[src/acs_pkg.sv]
// Types, constants and scaling helpers of the analog command scaler
`default_nettype none
package acs_pkg;

	localparam int NumPorts = 3;
	localparam int SampleW  = 10;
	localparam int CmdW     = 9;
	localparam int AdjW     = 8;
	localparam int RoleW    = 3;
	localparam int RegIdxW  = 3;
	localparam int PaddrW   = 5;
	localparam int PdataW   = 32;

	localparam logic [RoleW-1:0] RoleCur15 = 3'd1;
	localparam logic [RoleW-1:0] RoleCur12 = 3'd2;
	localparam logic [RoleW-1:0] RoleCur10 = 3'd3;
	localparam logic [RoleW-1:0] RoleVol15 = 3'd4;
	localparam logic [RoleW-1:0] RoleVol12 = 3'd5;
	localparam logic [RoleW-1:0] RoleVol10 = 3'd6;

	localparam logic [RegIdxW-1:0] RegLink    = 3'd0;
	localparam logic [RegIdxW-1:0] RegUnified = 3'd1;
	localparam logic [RegIdxW-1:0] RegRole0   = 3'd2;
	localparam logic [RegIdxW-1:0] RegRole1   = 3'd3;
	localparam logic [RegIdxW-1:0] RegRole2   = 3'd4;

	localparam logic [8:0]  SampleLimit = 9'd500;
	localparam logic [8:0]  AdjLimit    = 9'd446;
	localparam logic [8:0]  AdjMid      = 9'd223;
	localparam logic [15:0] AdjGain     = 16'd240;
	localparam logic [15:0] AdjBias     = 16'd223;
	localparam logic [10:0] CurOffset   = 11'd30;
	localparam logic [10:0] CurMax      = 11'd350;
	localparam logic [10:0] VolOffset   = 11'd49;
	localparam logic [10:0] VolMin      = 11'd50;
	localparam logic [10:0] VolMax      = 11'd400;
	localparam logic [7:0]  AdjMax      = 8'd120;
	// floor(x/100) = (x*5243)>>19 for every even x up to 57000 and every x below 43690
	localparam logic [12:0] VolRecip    = 13'd5243;
	localparam int          VolShift    = 19;
	// floor(x/446) = (x*150469)>>26 for x below 2^16
	localparam logic [17:0] AdjRecip    = 18'd150469;
	localparam int          AdjShift    = 26;

	typedef struct packed {
		logic                           connected;
		logic                           unified;
		logic [NumPorts-1:0][RoleW-1:0] role;
	} cfg_t;

	typedef struct packed {
		logic [CmdW-1:0]        cur;
		logic [CmdW-1:0]        vol;
		logic signed [AdjW-1:0] adj;
	} lane_res_t;

	function automatic logic is_cur_role(input logic [RoleW-1:0] role);
		return (role == RoleCur15) || (role == RoleCur12) || (role == RoleCur10);
	endfunction

	function automatic logic is_vol_role(input logic [RoleW-1:0] role);
		return (role == RoleVol15) || (role == RoleVol12) || (role == RoleVol10);
	endfunction

	function automatic logic [6:0] cur_mul(input logic [RoleW-1:0] role);
		logic [6:0] k;
		case (role)
			RoleCur15: k = 7'd44;
			RoleCur12: k = 7'd55;
			default:   k = 7'd66;
		endcase
		return k;
	endfunction

	function automatic logic [6:0] vol_mul(input logic [RoleW-1:0] role);
		logic [6:0] m;
		case (role)
			RoleVol15: m = 7'd75;
			RoleVol12: m = 7'd92;
			default:   m = 7'd114;
		endcase
		return m;
	endfunction

endpackage
`default_nettype wire

[src/acs_regs.sv]
// APB configuration registers of the analog command scaler
`default_nettype none
module acs_regs (
	input  wire logic                       clk,
	input  wire logic                       arst_n,
	input  wire logic                       psel,
	input  wire logic                       penable,
	input  wire logic                       pwrite,
	input  wire logic [acs_pkg::PaddrW-1:0] paddr,
	input  wire logic [acs_pkg::PdataW-1:0] pwdata,
	output logic      [acs_pkg::PdataW-1:0] prdata,
	output logic                            pready,
	output acs_pkg::cfg_t                   cfg
);
	import acs_pkg::*;

	cfg_t               cfg_q;
	logic               wr_en;
	logic [RegIdxW-1:0] idx;

	assign pready = 1'b1;
	assign wr_en  = psel && penable && pwrite && pready;
	assign idx    = paddr[PaddrW-1:2];
	assign cfg    = cfg_q;

	always_ff @(posedge clk or negedge arst_n) begin
		if (!arst_n) begin
			cfg_q <= '0;
		end else if (wr_en) begin
			unique case (idx)
				RegLink:    cfg_q.connected <= pwdata[0];
				RegUnified: cfg_q.unified   <= pwdata[0];
				RegRole0:   cfg_q.role[0]   <= pwdata[RoleW-1:0];
				RegRole1:   cfg_q.role[1]   <= pwdata[RoleW-1:0];
				RegRole2:   cfg_q.role[2]   <= pwdata[RoleW-1:0];
				default:    ;
			endcase
		end
	end

	always_comb begin
		prdata = '0;
		unique case (idx)
			RegLink:    prdata[0]         = cfg_q.connected;
			RegUnified: prdata[0]         = cfg_q.unified;
			RegRole0:   prdata[RoleW-1:0] = cfg_q.role[0];
			RegRole1:   prdata[RoleW-1:0] = cfg_q.role[1];
			RegRole2:   prdata[RoleW-1:0] = cfg_q.role[2];
			default:    prdata = '0;
		endcase
	end

endmodule
`default_nettype wire

[src/acs_lane.sv]
// One scaling lane: current, voltage and adjust for a single port sample
`default_nettype none
module acs_lane (
	input  wire logic                         clk,
	input  wire logic                         load_s1,
	input  wire logic                         load_s2,
	input  wire logic [acs_pkg::SampleW-1:0]  sample,
	input  wire logic [acs_pkg::RoleW-1:0]    role,
	output acs_pkg::lane_res_t                res
);
	import acs_pkg::*;

	logic [8:0]  v_lim;
	logic [8:0]  a_lim;
	logic        a_neg;
	logic [7:0]  a_mag;
	logic [15:0] cur_prod;
	logic [15:0] vol_prod;
	logic [15:0] adj_num;

	logic [15:0] cur_prod_s1;
	logic [15:0] vol_prod_s1;
	logic [15:0] adj_num_s1;
	logic        adj_neg_s1;

	logic [10:0] cur_sum;
	logic [28:0] vol_full;
	logic [10:0] vol_sum;
	logic [33:0] adj_full;
	logic [7:0]  adj_mag;
	lane_res_t   res_next;
	lane_res_t   res_s2;

	always_comb begin
		v_lim    = (sample > 10'(SampleLimit)) ? SampleLimit : sample[8:0];
		a_lim    = (sample > 10'(AdjLimit)) ? AdjLimit : sample[8:0];
		a_neg    = a_lim < AdjMid;
		a_mag    = a_neg ? 8'(AdjMid - a_lim) : 8'(a_lim - AdjMid);
		cur_prod = 16'(v_lim) * 16'(cur_mul(role));
		vol_prod = 16'(v_lim) * 16'(vol_mul(role));
		adj_num  = 16'(a_mag) * AdjGain + AdjBias;
	end

	always_ff @(posedge clk) begin
		if (load_s1) begin
			cur_prod_s1 <= cur_prod;
			vol_prod_s1 <= vol_prod;
			adj_num_s1  <= adj_num;
			adj_neg_s1  <= a_neg;
		end
	end

	always_comb begin
		cur_sum  = 11'(cur_prod_s1[15:6]) + CurOffset;
		vol_full = 29'(vol_prod_s1) * 29'(VolRecip);
		vol_sum  = 11'(vol_full[VolShift +: 10]) + VolOffset;
		adj_full = 34'(adj_num_s1) * 34'(AdjRecip);
		adj_mag  = adj_full[AdjShift +: 8];
		if (adj_mag > AdjMax) begin
			adj_mag = AdjMax;
		end

		res_next.cur = (cur_sum > CurMax) ? CmdW'(CurMax) : CmdW'(cur_sum);
		if (vol_sum > VolMax) begin
			res_next.vol = CmdW'(VolMax);
		end else if (vol_sum < VolMin) begin
			res_next.vol = CmdW'(VolMin);
		end else begin
			res_next.vol = CmdW'(vol_sum);
		end
		res_next.adj = adj_neg_s1 ? AdjW'(8'd0 - adj_mag) : AdjW'(adj_mag);
	end

	always_ff @(posedge clk) begin
		if (load_s2) begin
			res_s2 <= res_next;
		end
	end

	assign res = res_s2;

endmodule
`default_nettype wire

[src/acs_merge.sv]
// Merge stage: pick the first current and first voltage lane, register the result
`default_nettype none
module acs_merge (
	input  wire logic                                    clk,
	input  wire logic                                    load,
	input  wire acs_pkg::cfg_t                           cfg,
	input  wire acs_pkg::lane_res_t [acs_pkg::NumPorts-1:0] lanes,
	output logic                                         current_valid,
	output logic                 [acs_pkg::CmdW-1:0]     current_cmd,
	output logic                                         voltage_valid,
	output logic                 [acs_pkg::CmdW-1:0]     voltage_cmd,
	output logic                                         adjust_valid,
	output logic signed          [acs_pkg::AdjW-1:0]     adjust_value
);
	import acs_pkg::*;

	logic                   cur_hit;
	logic                   vol_hit;
	logic [CmdW-1:0]        cur_sel;
	logic [CmdW-1:0]        vol_sel;
	logic signed [AdjW-1:0] adj_sel;

	logic                   cur_v_q;
	logic [CmdW-1:0]        cur_q;
	logic                   vol_v_q;
	logic [CmdW-1:0]        vol_q;
	logic                   adj_v_q;
	logic signed [AdjW-1:0] adj_q;

	always_comb begin
		cur_hit = 1'b0;
		vol_hit = 1'b0;
		cur_sel = '0;
		vol_sel = '0;
		adj_sel = '0;
		for (int p = 0; p < NumPorts; p++) begin
			if (!cur_hit && is_cur_role(cfg.role[p])) begin
				cur_hit = 1'b1;
				cur_sel = lanes[p].cur;
			end
			if (!vol_hit && is_vol_role(cfg.role[p])) begin
				vol_hit = 1'b1;
				vol_sel = lanes[p].vol;
				adj_sel = lanes[p].adj;
			end
		end
	end

	always_ff @(posedge clk) begin
		if (load) begin
			cur_v_q <= cfg.connected && cur_hit;
			cur_q   <= (cfg.connected && cur_hit) ? cur_sel : '0;
			vol_v_q <= cfg.connected && vol_hit && !cfg.unified;
			vol_q   <= (cfg.connected && vol_hit && !cfg.unified) ? vol_sel : '0;
			adj_v_q <= cfg.connected && vol_hit && cfg.unified;
			adj_q   <= (cfg.connected && vol_hit && cfg.unified) ? adj_sel : '0;
		end
	end

	assign current_valid = cur_v_q;
	assign current_cmd   = cur_q;
	assign voltage_valid = vol_v_q;
	assign voltage_cmd   = vol_q;
	assign adjust_valid  = adj_v_q;
	assign adjust_value  = adj_q;

endmodule
`default_nettype wire

[src/analog_command_scaler_core.sv]
// Top level of the analog command scaler: three scaling lanes and a merge stage
//
// Sample channel: sample_a/b/c with sample_valid, held off by sample_stall.
// Command channel: current, voltage and adjust fields with cmd_valid,
// held off by cmd_stall. One command item leaves for every sample item.
// Configuration: APB registers link_connected, unified_voltage_mode and
// the three port roles at byte addresses 0, 4, 8, 12 and 16; pready is
// always high. Write them only while no item is in flight.
// Path: a sample item passes the lane product stage, the lane
// reciprocal-multiply stage and the merge register; cmd_valid rises when
// the merge register takes the item.
// Throughput: one item per cycle while cmd_stall is low; every stage is a single register.
// A stall on the command side backs the pipeline up one stage at a time;
// sample_stall rises only when all three stages hold items.
// Reset clears the configuration and the stage valid flags; the block
// then reports nothing connected until link_connected is written.
`default_nettype none
module analog_command_scaler_core (
	input  wire logic                                clk,
	input  wire logic                                arst_n,
	input  wire logic                                psel,
	input  wire logic                                penable,
	input  wire logic                                pwrite,
	input  wire logic        [acs_pkg::PaddrW-1:0]   paddr,
	input  wire logic        [acs_pkg::PdataW-1:0]   pwdata,
	output logic             [acs_pkg::PdataW-1:0]   prdata,
	output logic                                     pready,
	input  wire logic                                sample_valid,
	output logic                                     sample_stall,
	input  wire logic        [acs_pkg::SampleW-1:0]  sample_a,
	input  wire logic        [acs_pkg::SampleW-1:0]  sample_b,
	input  wire logic        [acs_pkg::SampleW-1:0]  sample_c,
	output logic                                     cmd_valid,
	input  wire logic                                cmd_stall,
	output logic                                     current_valid,
	output logic             [acs_pkg::CmdW-1:0]     current_cmd,
	output logic                                     voltage_valid,
	output logic             [acs_pkg::CmdW-1:0]     voltage_cmd,
	output logic                                     adjust_valid,
	output logic signed      [acs_pkg::AdjW-1:0]     adjust_value
);
	import acs_pkg::*;

	cfg_t                                cfg;
	logic [NumPorts-1:0][SampleW-1:0]    samples;
	lane_res_t [NumPorts-1:0]            lanes;

	logic v_s1;
	logic v_s2;
	logic out_v_q;
	logic adv_out;
	logic adv_s2;
	logic adv_s1;

	assign samples[0] = sample_a;
	assign samples[1] = sample_b;
	assign samples[2] = sample_c;

	assign adv_out      = !out_v_q || !cmd_stall;
	assign adv_s2       = !v_s2 || adv_out;
	assign adv_s1       = !v_s1 || adv_s2;
	assign sample_stall = !adv_s1;
	assign cmd_valid    = out_v_q;

	always_ff @(posedge clk or negedge arst_n) begin
		if (!arst_n) begin
			v_s1    <= 1'b0;
			v_s2    <= 1'b0;
			out_v_q <= 1'b0;
		end else begin
			if (adv_s1) begin
				v_s1 <= sample_valid;
			end
			if (adv_s2) begin
				v_s2 <= v_s1;
			end
			if (adv_out) begin
				out_v_q <= v_s2;
			end
		end
	end

	acs_regs u_regs (
		.clk     (clk),
		.arst_n  (arst_n),
		.psel    (psel),
		.penable (penable),
		.pwrite  (pwrite),
		.paddr   (paddr),
		.pwdata  (pwdata),
		.prdata  (prdata),
		.pready  (pready),
		.cfg     (cfg)
	);

	for (genvar p = 0; p < NumPorts; p++) begin : g_lane
		acs_lane u_lane (
			.clk     (clk),
			.load_s1 (adv_s1 && sample_valid),
			.load_s2 (adv_s2 && v_s1),
			.sample  (samples[p]),
			.role    (cfg.role[p]),
			.res     (lanes[p])
		);
	end

	acs_merge u_merge (
		.clk           (clk),
		.load          (adv_out && v_s2),
		.cfg           (cfg),
		.lanes         (lanes),
		.current_valid (current_valid),
		.current_cmd   (current_cmd),
		.voltage_valid (voltage_valid),
		.voltage_cmd   (voltage_cmd),
		.adjust_valid  (adjust_valid),
		.adjust_value  (adjust_value)
	);

endmodule
`default_nettype wire

[config.mk]
export PLATFORM = sky130hd
export DESIGN_NAME = analog_command_scaler_core
export DESIGN_NICKNAME = d
export VERILOG_FILES = /design/src/acs_pkg.sv /design/src/acs_regs.sv /design/src/acs_lane.sv /design/src/acs_merge.sv /design/src/analog_command_scaler_core.sv
export SDC_FILE = /design/constraint.sdc
export NUM_CORES = 2
export LEC_CHECK = 0
export BUFFER_PORTS_ARGS = -buffer_cell sky130_fd_sc_hd__buf_2
export CAP_MARGIN = 0
export CORE_AREA = 5 5 337 339
export DETAILED_ROUTE_END_ITERATION = 7
export DIE_AREA = 0 0 342 344
export GPL_TIMING_DRIVEN = 0
export HOLD_SLACK_MARGIN = 0.02
export PLACE_DENSITY = 0.6
export SYNTH_ARGS = -nofsm -noshare
export SYNTH_HDL_FRONTEND = slang
export SYNTH_SLANG_ARGS = --single-unit
[constraint.sdc]
create_clock -name clk -period 19 [get_ports clk]
set_input_delay 1.9 -clock clk [delete_from_list [all_inputs] [get_ports clk]]
set_output_delay 1.9 -clock clk [all_outputs]
set_load 0.03 [all_outputs]
---- Yosys cells after proc, flatten, opt, wreduce, memory -nomap -nowiden ----
Cells that the tools add are included.
word-level totals
  flip-flop bits (word level) ............. 268
  bits of input ports ..................... 74
  output and inout bits ................... 64
cells by class
  $add $sub $neg .......................... 18
  multipliers ............................. 15
  magnitude comparators ................... 21
  equal/unequal tests ..................... 22
  mux-type cells .......................... 41
  reduce and logical (&&, ||, !) cells .... 47
operators by type and width
  kind                                                             count
  2-to-1 mux 9 bit                                                 15
  multiplier 16 x 18 -> 34 bit (second input constant)             3
  multiplier 9 x 7 -> 16 bit                                       6
  2-to-1 mux 8 bit                                                 12
  multiplier 16 x 13 -> 29 bit (second input constant)             3
  greater-than comparator 11 x 9 -> 1 bit (second input constant)  6
  greater-than comparator 10 x 9 -> 1 bit (second input constant)  6
  adder 16 x 8 -> 16 bit (second input constant)                   3
  case mux 7 bit (2 select lines)                                  3
  multiplier 8 x 4 -> 12 bit (second input constant)               3
  case mux 6 bit (2 select lines)                                  3
  adder 10 x 5 -> 11 bit (second input constant)                   3
  adder 10 x 6 -> 11 bit (second input constant)                   3
  less-than comparator 11 x 6 -> 1 bit (second input constant)     3
  equality test 3 bit (second input constant)                      10
  less-than comparator 9 x 8 -> 1 bit (second input constant)      3
  equality test 3 x 2 -> 1 bit (second input constant)             8
  greater-than comparator 8 x 7 -> 1 bit (second input constant)   3
  subtractor 1 x 8 -> 8 bit (first input constant)                 3
  subtractor 8 bit (first input constant)                          3
  subtractor 8 bit (second input constant)                         3
  logical OR 1 bit                                                 15
  logical AND 1 bit                                                13
  equality test 3 x 1 -> 1 bit (second input constant)             4
  other kinds (7)                                                  27

---- Logic depth before layout (Yosys ltp) ----
  word-level depth ........................ 12
  gate-level depth with buffers ........... 30
  mapped depth without buffers ............ 30

---- Cells and area by module ----
Synthesis repeated with hierarchy kept, for this count alone.
unflattened totals
  cells, all modules ...................... 5175
  area, all modules ....................... 49473.7 um2
by module, submodules not included
  module                       instances  cells each  area each (um2)  sequential area each (um2)
  acs_lane (g_lane[0].u_lane)  1          1649        15670.0          1951.9
  acs_lane (g_lane[1].u_lane)  1          1640        15608.7          1951.9
  acs_lane (g_lane[2].u_lane)  1          1638        15534.9          1951.9
  acs_merge                    1          160         1696.6           870.8
  acs_regs                     1          76          832.0            275.3
  analog_command_scaler_core   1          12          131.4            75.1

---- Worst setup path after synthesis ----
No wires, ideal clock.
  path type ............................... in2reg
  start ................................... input sample_a[3] (netlist name)
  end ..................................... register g_lane[0].u_lane.adj_num_s1[15] (data pin)
  library setup time ...................... 0.259 ns
  data arrival time ....................... 7.056 ns
  data required time ...................... 18.741 ns
  path slack .............................. 11.684 ns
  stages .................................. 25
  buffers on the path ..................... 1
  path through ............................ buf_2 > and4_1 > a31oi_1 > o21ai_1 > inv_1 > nand2_1 > inv_1 > and3_1 > o21ai_0 > nand2_1 > o21ai_0 > fa_1 > fa_1 > inv_1 > fa_1 > nor2b_1 > o21ai_0 > a21boi_0 > o21a_1 > nor2_1 > xnor2_1 > and3_1 > nand3_1 > xnor2_1 > xnor2_1
on the way
  word-level cells in the longest chain between the ends .. 6
ends and longest elaborated chain
  item                                                                     line                              RTL
  from (decl)                                                              analog_command_scaler_core.sv:30  input wire logic [acs_pkg::SampleW-1:0] sample_a,
  greater-than comparator 10 x 9 -> 1 bit                                  acs_lane.sv:36                    a_lim = (sample > 10'(AdjLimit)) ? AdjLimit : sample[8:0];
  2-to-1 mux 9 bit (*)                                                     acs_lane.sv:36
  subtractor 8 bit or less-than comparator 9 x 8 -> 1 bit (tied branches)  acs_lane.sv:38, acs_lane.sv:37
  2-to-1 mux 8 bit (*)                                                     acs_lane.sv:38                    a_mag = a_neg ? 8'(AdjMid - a_lim) : 8'(a_lim - AdjMid);
  multiplier 8 x 4 -> 12 bit (*)                                           acs_lane.sv:41                    adj_num = 16'(a_mag) * AdjGain + AdjBias;
  adder 16 x 8 -> 16 bit (*)                                               acs_lane.sv:41
  net g_lane[0].u_lane.adj_num[15]                                         acs_lane.sv:19                    logic [15:0] adj_num;
  to (signal assigned)                                                     acs_lane.sv:48                    adj_num_s1 <= adj_num;
  to (decl)                                                                acs_lane.sv:23                    logic [15:0] adj_num_s1;
The timed path passes the listed nets; every way through them passes the cells marked *.
A chain may end at the register's enable or synchronous reset.

==> run summary <==
OUTCOME
--------------------------------------------------------------------------------
Outcome                                                                completed

CLOCK TREE
--------------------------------------------------------------------------------
Clk slew on worst S/H paths                                              0.06 ns
Clock latency on the worst-skew pair                                     0.60 ns
Number of sinks handled by clock tree synthesis                              238
Number of buffers on the longest clock path                                    3
Number of CTS-inserted buffers                                                31
H-Tree Level Count                                                             1
Root cell of the clock tree                                         sky130_fd_sc_hd__clkbuf_16
# resized after CTS                                                            0
Post CTS Setup Buffer Count                                                    0
Clock tree from TritonCTS                                                    yes
Quantity of hold-fixing buffers added after cts                                0

WORST SETUP PATH
--------------------------------------------------------------------------------
Top Family by Delay on Critical Path                                 adder cells
Required time of the worst setup path                                   19.44 ns
CP Launch Type                                                         flip-flop
Buffering stage count on the worst path with inverters included                4
CP dominant cell by count                                           sky130_fd_sc_hd__fa_1
Type of the worst setup path                                             reg2reg
Largest stage delay on the critical path                                 0.69 ns
Cell type of the slowest stage on the worst timing path             sky130_fd_sc_hd__edfxtp_1
Arrival time of data at the critical path endpoint                       8.39 ns
Sort of element at the end of the critical path                        flip-flop
Max FO, Critical Path                                                          9

ROUTE
--------------------------------------------------------------------------------
Drt via density                                                             5.06
Final ANT Viol Nets                                                            0
Total number of vias                                                       34752
1st-iter DRT viols                                                          1511
Total Routed Length                                                    104000 µm
Average wire per cell in the routed design                               15.1 µm
Pre-antenna DRT Iters                                                          6
DRC viols                                                                      0

DIE
--------------------------------------------------------------------------------
Horiz. Die Dim                                                            342 µm
Core area                                                             110000 µm²
Floorplan row count                                                          122
Die height                                                                344 µm
Area enclosed by the die boundary                                     118000 µm²
Initial cell density of the core                                           44.6%
Count of pins on the block boundary                                          138

FINISH
--------------------------------------------------------------------------------
FILL cells                                                                 10432
Layout Nets                                                                 7020
Combined area of the multi-input logic cells                           37000 µm²
Area growth from synthesis to final layout                                 7.12%
Fraction of final layout cells with drive strength greater than 1          4.39%
Post-route cell area                                                   52600 µm²
Leading cell type in the layout, fill and taps excluded             sky130_fd_sc_hd__inv_1
Diodes inserted                                                                0
Footprint of the flip-flops and latches                                 7080 µm²
Most frequent cells in the layout                                   sky130_fd_sc_hd__inv_1 (1190), sky130_fd_sc_hd__ha_1 (971), sky130_fd_sc_hd__fa_1 (625), sky130_fd_sc_hd__nand2_1 (317), sky130_fd_sc_hd__nor2_1 (310)

TIMING
--------------------------------------------------------------------------------
Shortest period the worst path allows                                    7.95 ns
Clock skew                                                             0.0128 ns
Count of endpoints failing hold in the final timing report                     0
Final-layout setup total negative slack                                     0 ns
Fraction of the cycle the final worst path needs                           41.9%
Relative slew slack                                                        21.6%
Final Max Slew Viols                                                           0
Setup repair after global routing missed its margin                           no
Maximum frequency from static timing analysis                            126 MHz
Final setup violating endpoints                                                0
Slew at the pin with the worst max-slew slack                            1.17 ns

SYNTHESIS
--------------------------------------------------------------------------------
Count of distinct cell types in the synthesized netlist                       93
Synth warnings                                                                 0
Syn Std Cell Area                                                      49100 µm²
Dominant synthesized flop cell                                      sky130_fd_sc_hd__edfxtp_1
Mean Syn Cell Area                                                      9.42 µm²
Number of flops mapped to enable cells by yosys                              224
Number of synthesized register bits                                          238
Async SR Flop Fraction                                                     5.88%
Cell count after synthesis                                                  5212
Sequential share of the synthesized area                                   14.4%

GRT
--------------------------------------------------------------------------------
Overall routing resource usage                                             18.0%
First-pass GRT wire length                                             177000 µm
Maximum number of pins on one net before global-route repair                  70
Number of antenna violations at the first check in global routing              1
Overflow left after global routing                                             0
Vias in the first global route                                             35565

PLACE
--------------------------------------------------------------------------------
Final RePlAce weighted congestion                                          0.864
Sum of net half-perimeters after detailed placement                     89400 µm
PortBufs                                                                      70
Placed cell area                                                       51500 µm²

JOB
--------------------------------------------------------------------------------
Maximum Capacitance Violations                                                 0

WORST HOLD PATH
--------------------------------------------------------------------------------
Tightest Hold Check Type                                                 reg2reg

## metrics by stage
| stage | utilization (%) | setup slack [ns] | cells | hold slack (ns) |
|---|---|---|---|---|
| 2_1_floorplan | - | 11.68 | 5243 | 0.449 |
| 3_3_place_gp | 46.7 | 10.78 | 6801 | 0.464 |
| 3_5_place_dp | 46.8 | 10.62 | 6805 | 0.480 |
| 4_1_cts | 47.8 | 10.98 | 6863 | 0.498 |
| 5_1_grt | 47.8 | 10.48 | 6863 | 0.524 |
| 6_report | 47.8 | 11.05 | 6863 | 0.490 |
## cells in the mapped netlist (12+ instances only)
library cell / count / area [µm²]
sky130_fd_sc_hd__a21oi_1: 188 / 941
sky130_fd_sc_hd__inv_1: 1190 / 4470
sky130_fd_sc_hd__and4_1: 17 / 149
sky130_fd_sc_hd__o211ai_1: 24 / 180
sky130_fd_sc_hd__o31ai_1: 18 / 135
sky130_fd_sc_hd__dfrtp_1: 14 / 350
sky130_fd_sc_hd__or2_2: 23 / 144
sky130_fd_sc_hd__a31oi_1: 20 / 125
sky130_fd_sc_hd__and3_1: 34 / 213
sky130_fd_sc_hd__nor3_1: 85 / 425
sky130_fd_sc_hd__buf_4: 31 / 233
sky130_fd_sc_hd__or3_1: 26 / 163
sky130_fd_sc_hd__mux2_2: 26 / 293
sky130_fd_sc_hd__nor3b_1: 16 / 120
sky130_fd_sc_hd__a21boi_0: 16 / 120
sky130_fd_sc_hd__a21o_1: 64 / 480
sky130_fd_sc_hd__o21ai_0: 120 / 601
sky130_fd_sc_hd__clkbuf_1: 96 / 360
sky130_fd_sc_hd__a22oi_1: 22 / 165
sky130_fd_sc_hd__nand2b_1: 46 / 288
sky130_fd_sc_hd__nor4_1: 12 / 75.1
sky130_fd_sc_hd__ha_1: 971 / 12100
sky130_fd_sc_hd__and2_1: 29 / 181
sky130_fd_sc_hd__nand3_1: 59 / 295
sky130_fd_sc_hd__o21ai_1: 12 / 60.1
sky130_fd_sc_hd__o21a_1: 26 / 195
sky130_fd_sc_hd__nor2_1: 310 / 1160
sky130_fd_sc_hd__o22ai_1: 26 / 163
sky130_fd_sc_hd__o21bai_1: 37 / 278
sky130_fd_sc_hd__xnor2_1: 146 / 1280
sky130_fd_sc_hd__nand4_1: 24 / 150
sky130_fd_sc_hd__a211oi_1: 43 / 323
sky130_fd_sc_hd__fa_1: 625 / 12500
sky130_fd_sc_hd__nand2_1: 317 / 1190
sky130_fd_sc_hd__edfxtp_1: 224 / 6730
sky130_fd_sc_hd__nor2b_1: 28 / 175
sky130_fd_sc_hd__xor2_1: 82 / 718
## routing by layer
metal | wire [µm] | vias up | track usage, %
li1 | - | 17305 | -
met1 | 51500 | 16828 | 26.3
met2 | 46500 | 524 | 29.4
met3 | 3810 | 95 | 1.99
met4 | 1890 | 0 | 2.94
met5 | 0 | - | 0
## cell families after synthesis
logic type	Yosys count	share of synthesized area, %
AOI/OAI and AO/OA	725	9.82
xor gates and xnor gates	228	4.07
adders and majority gates	1596	50.2
buffers and inverters	1328	10.4
DFF	238	14.4
muxes	37	0.821
other	2	0.0153
and+or+nand+nor	1058	10.2
## path summary, 6_finish.rpt
check,slack [ns],cells past startpoint,to,start
max,11.05,28,g_lane[0].u_lane.res[4],g_lane[0].u_lane.adj_num_s1[8]
min,0.49,1,v_s2,v_s1
max reg2reg,11.05,28,g_lane[0].u_lane.res[4],g_lane[0].u_lane.adj_num_s1[8]
min reg2reg,0.49,1,v_s2,v_s1
max in group asynchronous,17.51,1,u_regs.cfg[3],arst_n
min in group asynchronous,1.21,1,v_s2,arst_n
## cell type report
type	instances	area share (%)
Timing Repair Buffer	74	0.847
Clock inverter	25	0.521
Buffer	132	1.19
Sequential cell	238	13.5
Tap cell	1488	3.54
Clock buffer	33	1.49
Multi-Input combinational cell	3677	70.4
Inverter	1196	8.54
## sequential cells by signal (all words and copies together) (netlist names)
| signal | flops |
|---|---|
| u_merge.current_cmd | 9 |
| v_s1 | 1 |
| v_s2 | 1 |
| u_merge.voltage_cmd | 9 |
| g_lane.u_lane.vol_prod_s1 | 48 |
| g_lane.u_lane.res | 78 |
| g_lane.u_lane.adj_num_s1 | 36 |
| cmd_valid | 1 |
| u_merge.current_valid | 1 |
| u_merge.adjust_valid | 1 |
| u_merge.voltage_valid | 1 |
| u_merge.adjust_value | 8 |
| g_lane.u_lane.adj_neg_s1 | 3 |
| g_lane.u_lane.cur_prod_s1 | 30 |
| u_regs.cfg | 11 |
Power is not shown: default switching activity piles up to over one toggle a cycle in this logic, so the estimate is an artifact.
